**src/rtl/aes_pkg.sv**
```systemverilog
package aes_pkg;

  localparam int unsigned ROUNDS     = 14;
  localparam int unsigned KEY_WORDS  = 8;
  localparam int unsigned SCHED_WORDS = 4 * (ROUNDS + 1);
  localparam int unsigned RK_AW      = 6;
  localparam int unsigned CFG_AW     = 2;

  localparam logic [CFG_AW-1:0] REG_KEY_0 = 2'd0;
  localparam logic [CFG_AW-1:0] REG_KEY_1 = 2'd1;
  localparam logic [CFG_AW-1:0] REG_KEY_2 = 2'd2;
  localparam logic [CFG_AW-1:0] REG_KEY_3 = 2'd3;

  typedef struct packed {
    logic [63:0] plain_high;
    logic [63:0] plain_low;
  } in_item_t;

  typedef struct packed {
    logic [63:0] cipher_high;
    logic [63:0] cipher_low;
  } out_item_t;

  // controller -> datapath
  typedef struct packed {
    logic       load_key;   // copy key words 0..7 into schedule regs
    logic       exp_step;   // compute next schedule word
    logic       load_block; // latch block, add round-0 key
    logic       rnd_step;   // one round
    logic       last_rnd;   // final round: no MixColumns
    logic [3:0] rnd_idx;    // round key index being fetched
  } dp_cmd_t;

  // datapath -> controller
  typedef struct packed {
    logic exp_done;
  } dp_sts_t;

  typedef enum logic [4:0] {
    ST_IDLE  = 5'b00001,
    ST_EXP   = 5'b00010,
    ST_FETCH = 5'b00100,
    ST_RND   = 5'b01000,
    ST_OUT   = 5'b10000
  } ctl_state_t;

  localparam logic [7:0] SBOX [256] = '{
    8'h63,8'h7C,8'h77,8'h7B,8'hF2,8'h6B,8'h6F,8'hC5,8'h30,8'h01,8'h67,8'h2B,8'hFE,8'hD7,8'hAB,8'h76,
    8'hCA,8'h82,8'hC9,8'h7D,8'hFA,8'h59,8'h47,8'hF0,8'hAD,8'hD4,8'hA2,8'hAF,8'h9C,8'hA4,8'h72,8'hC0,
    8'hB7,8'hFD,8'h93,8'h26,8'h36,8'h3F,8'hF7,8'hCC,8'h34,8'hA5,8'hE5,8'hF1,8'h71,8'hD8,8'h31,8'h15,
    8'h04,8'hC7,8'h23,8'hC3,8'h18,8'h96,8'h05,8'h9A,8'h07,8'h12,8'h80,8'hE2,8'hEB,8'h27,8'hB2,8'h75,
    8'h09,8'h83,8'h2C,8'h1A,8'h1B,8'h6E,8'h5A,8'hA0,8'h52,8'h3B,8'hD6,8'hB3,8'h29,8'hE3,8'h2F,8'h84,
    8'h53,8'hD1,8'h00,8'hED,8'h20,8'hFC,8'hB1,8'h5B,8'h6A,8'hCB,8'hBE,8'h39,8'h4A,8'h4C,8'h58,8'hCF,
    8'hD0,8'hEF,8'hAA,8'hFB,8'h43,8'h4D,8'h33,8'h85,8'h45,8'hF9,8'h02,8'h7F,8'h50,8'h3C,8'h9F,8'hA8,
    8'h51,8'hA3,8'h40,8'h8F,8'h92,8'h9D,8'h38,8'hF5,8'hBC,8'hB6,8'hDA,8'h21,8'h10,8'hFF,8'hF3,8'hD2,
    8'hCD,8'h0C,8'h13,8'hEC,8'h5F,8'h97,8'h44,8'h17,8'hC4,8'hA7,8'h7E,8'h3D,8'h64,8'h5D,8'h19,8'h73,
    8'h60,8'h81,8'h4F,8'hDC,8'h22,8'h2A,8'h90,8'h88,8'h46,8'hEE,8'hB8,8'h14,8'hDE,8'h5E,8'h0B,8'hDB,
    8'hE0,8'h32,8'h3A,8'h0A,8'h49,8'h06,8'h24,8'h5C,8'hC2,8'hD3,8'hAC,8'h62,8'h91,8'h95,8'hE4,8'h79,
    8'hE7,8'hC8,8'h37,8'h6D,8'h8D,8'hD5,8'h4E,8'hA9,8'h6C,8'h56,8'hF4,8'hEA,8'h65,8'h7A,8'hAE,8'h08,
    8'hBA,8'h78,8'h25,8'h2E,8'h1C,8'hA6,8'hB4,8'hC6,8'hE8,8'hDD,8'h74,8'h1F,8'h4B,8'hBD,8'h8B,8'h8A,
    8'h70,8'h3E,8'hB5,8'h66,8'h48,8'h03,8'hF6,8'h0E,8'h61,8'h35,8'h57,8'hB9,8'h86,8'hC1,8'h1D,8'h9E,
    8'hE1,8'hF8,8'h98,8'h11,8'h69,8'hD9,8'h8E,8'h94,8'h9B,8'h1E,8'h87,8'hE9,8'hCE,8'h55,8'h28,8'hDF,
    8'h8C,8'hA1,8'h89,8'h0D,8'hBF,8'hE6,8'h42,8'h68,8'h41,8'h99,8'h2D,8'h0F,8'hB0,8'h54,8'hBB,8'h16
  };

  function automatic logic [7:0] xtime(input logic [7:0] b);
    xtime = {b[6:0], 1'b0} ^ (b[7] ? 8'h1B : 8'h00);
  endfunction

  function automatic logic [31:0] sbox_word(input logic [31:0] w);
    sbox_word = {SBOX[w[31:24]], SBOX[w[23:16]], SBOX[w[15:8]], SBOX[w[7:0]]};
  endfunction

endpackage

```
**src/rtl/aes_ctrl.sv**
```systemverilog
module aes_ctrl (
  input  logic             clk,
  input  logic             rst_n,
  input  logic             start,
  input  logic             key_wr,
  output logic             busy,
  output logic             out_valid,
  input  aes_pkg::dp_sts_t sts,
  output aes_pkg::dp_cmd_t cmd
);
  import aes_pkg::*;

  ctl_state_t state_r, state_nxt;
  logic       ready_r, ready_nxt;
  logic [3:0] rnd_r, rnd_nxt;

  always_comb begin
    state_nxt = state_r;
    ready_nxt = ready_r;
    rnd_nxt   = rnd_r;
    cmd       = '0;
    case (state_r)
      ST_IDLE: begin
        if (start) begin
          if (ready_r) begin
            state_nxt      = ST_FETCH;
          end else begin
            cmd.load_key   = 1'b1;
            state_nxt      = ST_EXP;
          end
        end
      end
      ST_EXP: begin
        cmd.exp_step = 1'b1;
        if (sts.exp_done) begin
          ready_nxt = 1'b1;
          state_nxt = ST_FETCH;
        end
      end
      ST_FETCH: begin
        // read round key 0 from RAM
        cmd.rnd_idx = 4'd0;
        rnd_nxt     = 4'd1;
        state_nxt   = ST_RND;
      end
      ST_RND: begin
        cmd.rnd_idx = rnd_r;
        if (rnd_r == 4'd1) begin
          cmd.load_block = 1'b1;
        end else begin
          cmd.rnd_step = 1'b1;
          cmd.last_rnd = (rnd_r == 4'(ROUNDS + 1));
        end
        rnd_nxt = rnd_r + 4'd1;
        if (rnd_r == 4'(ROUNDS + 1)) begin
          state_nxt = ST_OUT;
        end
      end
      ST_OUT: begin
        state_nxt = ST_IDLE;
      end
      default: state_nxt = ST_IDLE;
    endcase
    if (key_wr) begin
      ready_nxt = 1'b0;
    end
  end

  always_ff @(posedge clk) begin
    if (!rst_n) begin
      state_r <= ST_IDLE;
      ready_r <= 1'b0;
      rnd_r   <= '0;
    end else begin
      state_r <= state_nxt;
      ready_r <= ready_nxt;
      rnd_r   <= rnd_nxt;
    end
  end

  assign busy      = (state_r != ST_IDLE);
  assign out_valid = (state_r == ST_OUT);
endmodule

```
**config.mk**
```make
export PLATFORM = sky130hd
export DESIGN_NAME = aes_ctrl
export DESIGN_NICKNAME = d
export VERILOG_FILES = /design/src/rtl/aes_pkg.sv /design/src/rtl/aes_ctrl.sv
export SDC_FILE = /design/constraint.sdc
export NUM_CORES = 1
export LEC_CHECK = 0
export ABC_AREA = 1
export ABC_CLOCK_PERIOD_IN_PS = 3030
export BUFFER_PORTS_ARGS = -buffer_cell sky130_fd_sc_hd__buf_4
export CORE_ASPECT_RATIO = 0.6
export CORE_MARGIN = 4
export CORE_UTILIZATION = 25
export DETAILED_ROUTE_END_ITERATION = 7
export GPL_TIMING_DRIVEN = 0
export SETUP_SLACK_MARGIN = 0.5
export SLEW_MARGIN = 40
export SYNTH_ARGS = -nofsm -noshare
export SYNTH_HDL_FRONTEND = slang
export SYNTH_SLANG_ARGS = --single-unit
```
**constraint.sdc**
```tcl
create_clock -name clk -period 3.03 [get_ports clk]
set_input_delay 0.1515 -clock clk [delete_from_list [all_inputs] [get_ports clk]]
set_output_delay 0.1515 -clock clk [all_outputs]
set_load 0.02 [all_outputs]
```
==> impl_metrics.tcl <==
set metrics [dict create \
    wire_per_inst_um 10.5 \
    reg2reg_depth 6 \
    design_area_um2 779 \
    first_iter_violations 20 \
    arrival_ns 1.43 \
    yosys_warnings 0 \
    placement_rows 13 \
    hold_path_startpoint "key_wr" \
    synth_edf_count 0 \
    min_to "ready_r" \
    grt_usage_pct 10.4 \
    fin_tns_setup_ns 0 \
    switching_share_pct 29.2 \
    path_max_fanout 10 \
    drv_slew 0 \
    hold_depth 2 \
    ff2ff_setup_slack_ns 1.80 \
    p_clk_share_pct 41.3 \
    seq_area_frac_synth_pct 34.9 \
    timing.fmax_ghz 0.633 \
    cts_tree "done" \
    drive_gt1_share_pct 25.2 \
    power.switching_uw 120 \
    clk_latency_ns 0.24 \
    path_delay_family "simple AND/OR/NAND/NOR gates" \
    die_w_um 69.9 \
    area_growth_pct 35.7 \
    fillers 244 \
    vias 588 \
    ys_seq_elements 10 \
    cap_violations 0 \
    synth_cell_types 18 \
    stdcell_count 133 \
    critPathMaxStageDelay_ns 0.31 \
    grt_pass1_wl_um 2370 \
    crit_path_end_kind "primary output" \
    grt_max_degree 11 \
    intPower_uw 291 \
    die-area_mm2 0.00315 \
    antenna_cells 0 \
    postCtsHoldBufs 0 \
    share_comb_of_total_power_pct 22.6 \
    worstPathRequired_ns 2.88 \
    start_util_pct 26.3 \
    final-setup-viol-count 0 \
    port_buffers 15 \
    coreArea_mm2 0.00218 \
    worst_pin_slew_ns 0.281 \
    die_h_um 45.1 \
    clockBufferDepth 2 \
    synth_area_um2 574 \
    r2r-start "rnd_r[0]" \
    routabilityCongestion 0.752 \
    synth_top_area_cell "dfxtp_1" \
    clockRootBuffer "clkbuf_8" \
    drtPass1Iterations 4 \
    dp_cells 129 \
    antenna_found_initial 0 \
    avgViaCountPerCell 4.42 \
    path_buf_inv 3 \
    drc_errors 0 \
    hold_path_class "input port to flip-flop" \
    grt_pass1_vias 532 \
    boundaryPins 16 \
    final_net_count 111 \
    cts_setup_buffers 0 \
    worstPathCellList "inv_1 > nand2_1 > nor2_2 > nand2_2 > clkbuf_8 > nor3_1 > buf_4" \
    timing.final.crit_period_ns 1.58 \
    power.density_mw_per_mm2 527 \
    max_slew_margin_pct 81.2 \
    syn_avg_cell_area_um2 6.84 \
    cts-htree-levels 1 \
    async_flop_share_pct 0 \
    gr-total-overflow 0 \
    synth_area_leaders "dfxtp_1 35%, inv_1 9.8%, nand3_1 9.6%" \
    cts_num_sinks 10 \
    critPathLaunchType "flip-flop" \
    p_leak_uw 0.000356 \
    numCtsBuffers 3 \
    rsz0062_at_grt "false" \
    dp_hpwl_um 1080 \
    period_share_pct 52.2 \
    synth_cells 84 \
    clkTransAtPathRegs_ns 0.05 \
    status "finished clean" \
    rr_endpoint "state_r[2]" \
    placed_area_um2 724 \
    yosysMostFrequentCell "inv_1" \
    ys.flop_type "dfxtp_1" \
    cts_resized 0 \
    vdd_drop_max_mv 0.236 \
    finalHoldViolCount 0 \
    synth_common_cells "15 x inv_1, 14 x nor2_1, 11 x nand3_1" \
    pwr-share-seq_pct 36.2 \
    syn_nets 91 \
    drt_wl_total_um 1400 \
    critPathKind "flip-flop to primary output" \
    ant_nets 0 \
    yosysTopAreaCellShare_pct 34.9 \
    cp_slowest_cell "dfxtp_1" \
    fin_worst_skew_ns 0.00161 \
]
power groups by stage:
| stage | combinational [µW] | sequential [µW] | clock [µW] |
|---|---|---|---|
| 2_1_floorplan | 63.3 | 150 | 0 |
| 3_3_place_gp | 91.8 | 151 | 0 |
| 3_5_place_dp | 92.4 | 151 | 0 |
| 4_1_cts | 92.9 | 149 | 174 |
| 5_1_grt | 106 | 150 | 184 |
| 6_report | 92.7 | 149 | 170 |
metrics by stage:
step / hold WS [ns] / utilization (%) / total power [µW] / worst slack [ns]
2_1_floorplan: 0.223 / - / 213 / 1.66
3_3_place_gp: 0.307 / 33.2 / 243 / 1.76
3_5_place_dp: 0.313 / 33.2 / 244 / 1.71
4_1_cts: 0.0593 / 35.8 / 416 / 1.44
5_1_grt: 0.0503 / 35.8 / 440 / 1.29
6_report: 0.0620 / 35.8 / 411 / 1.45
per-layer routing:
metal | global-route usage, % | routed length [µm]
met5 | 0 | 0
met1 | 13.1 | 668
met4 | 9.54 | 46
met2 | 12.6 | 537
met3 | 5.11 | 148
worst register-to-register path, cell delays in order, from the launching register on:
cell and delay [ns]:
dfxtp_1 0.39, ha_1 0.22, nand3_1 0.09, nand3_1 0.15, nand3_1 0.12, nor2_1 0.10, nor2_1 0.05
cell families (layout without fill, tap and decap cells):
logic type	count (synthesis)	after routing	synth area share, %
xor+xnor	1	1	1.53
flops	10	10	34.9
compound gates	10	10	8.93
buf+inv	16	35	12.2
fa+ha+maj	2	2	4.36
simple gates	45	45	38.1
how the worst max path moves through the flow:
stage,startpoint,end,cells past startpoint
global route,state_r[2],cmd[5],7
global placement,state_r[1],cmd[5],5
CTS,state_r[3],cmd[4],6
floorplan,state_r[2],cmd[4],6
finish,state_r[2],cmd[4],7
detailed placement,state_r[2],cmd[4],7
layout make-up:
type / count / area, µm² / share of cell area [%]
multi-input cells: 58 / 304 / 39.0
well taps: 30 / 37.5 / 4.82
inverters: 15 / 56.3 / 7.22
clock buffers: 4 / 55.1 / 7.06
repair buffers: 15 / 113 / 14.4
flip-flops and latches: 10 / 200 / 25.7
plain buffers: 1 / 13.8 / 1.77
cells in the final DEF (no fill, tap or decap), drive strengths merged, types with 4 or more instances in the layout:
| cell type | count |
|---|---|
| clkbuf | 5 |
| inv | 15 |
| dfxtp | 10 |
| a21oi | 5 |
| nand3 | 12 |
| nand2 | 9 |
| nor2 | 17 |
| buf | 15 |
| nand4 | 4 |
| o21ai | 4 |
sequential cells by signal, summed over array words and instances, names as in the netlist:
signal   flops
ready_r      1
state_r      5
rnd_r        4
(Power assumes the default switching activity.)
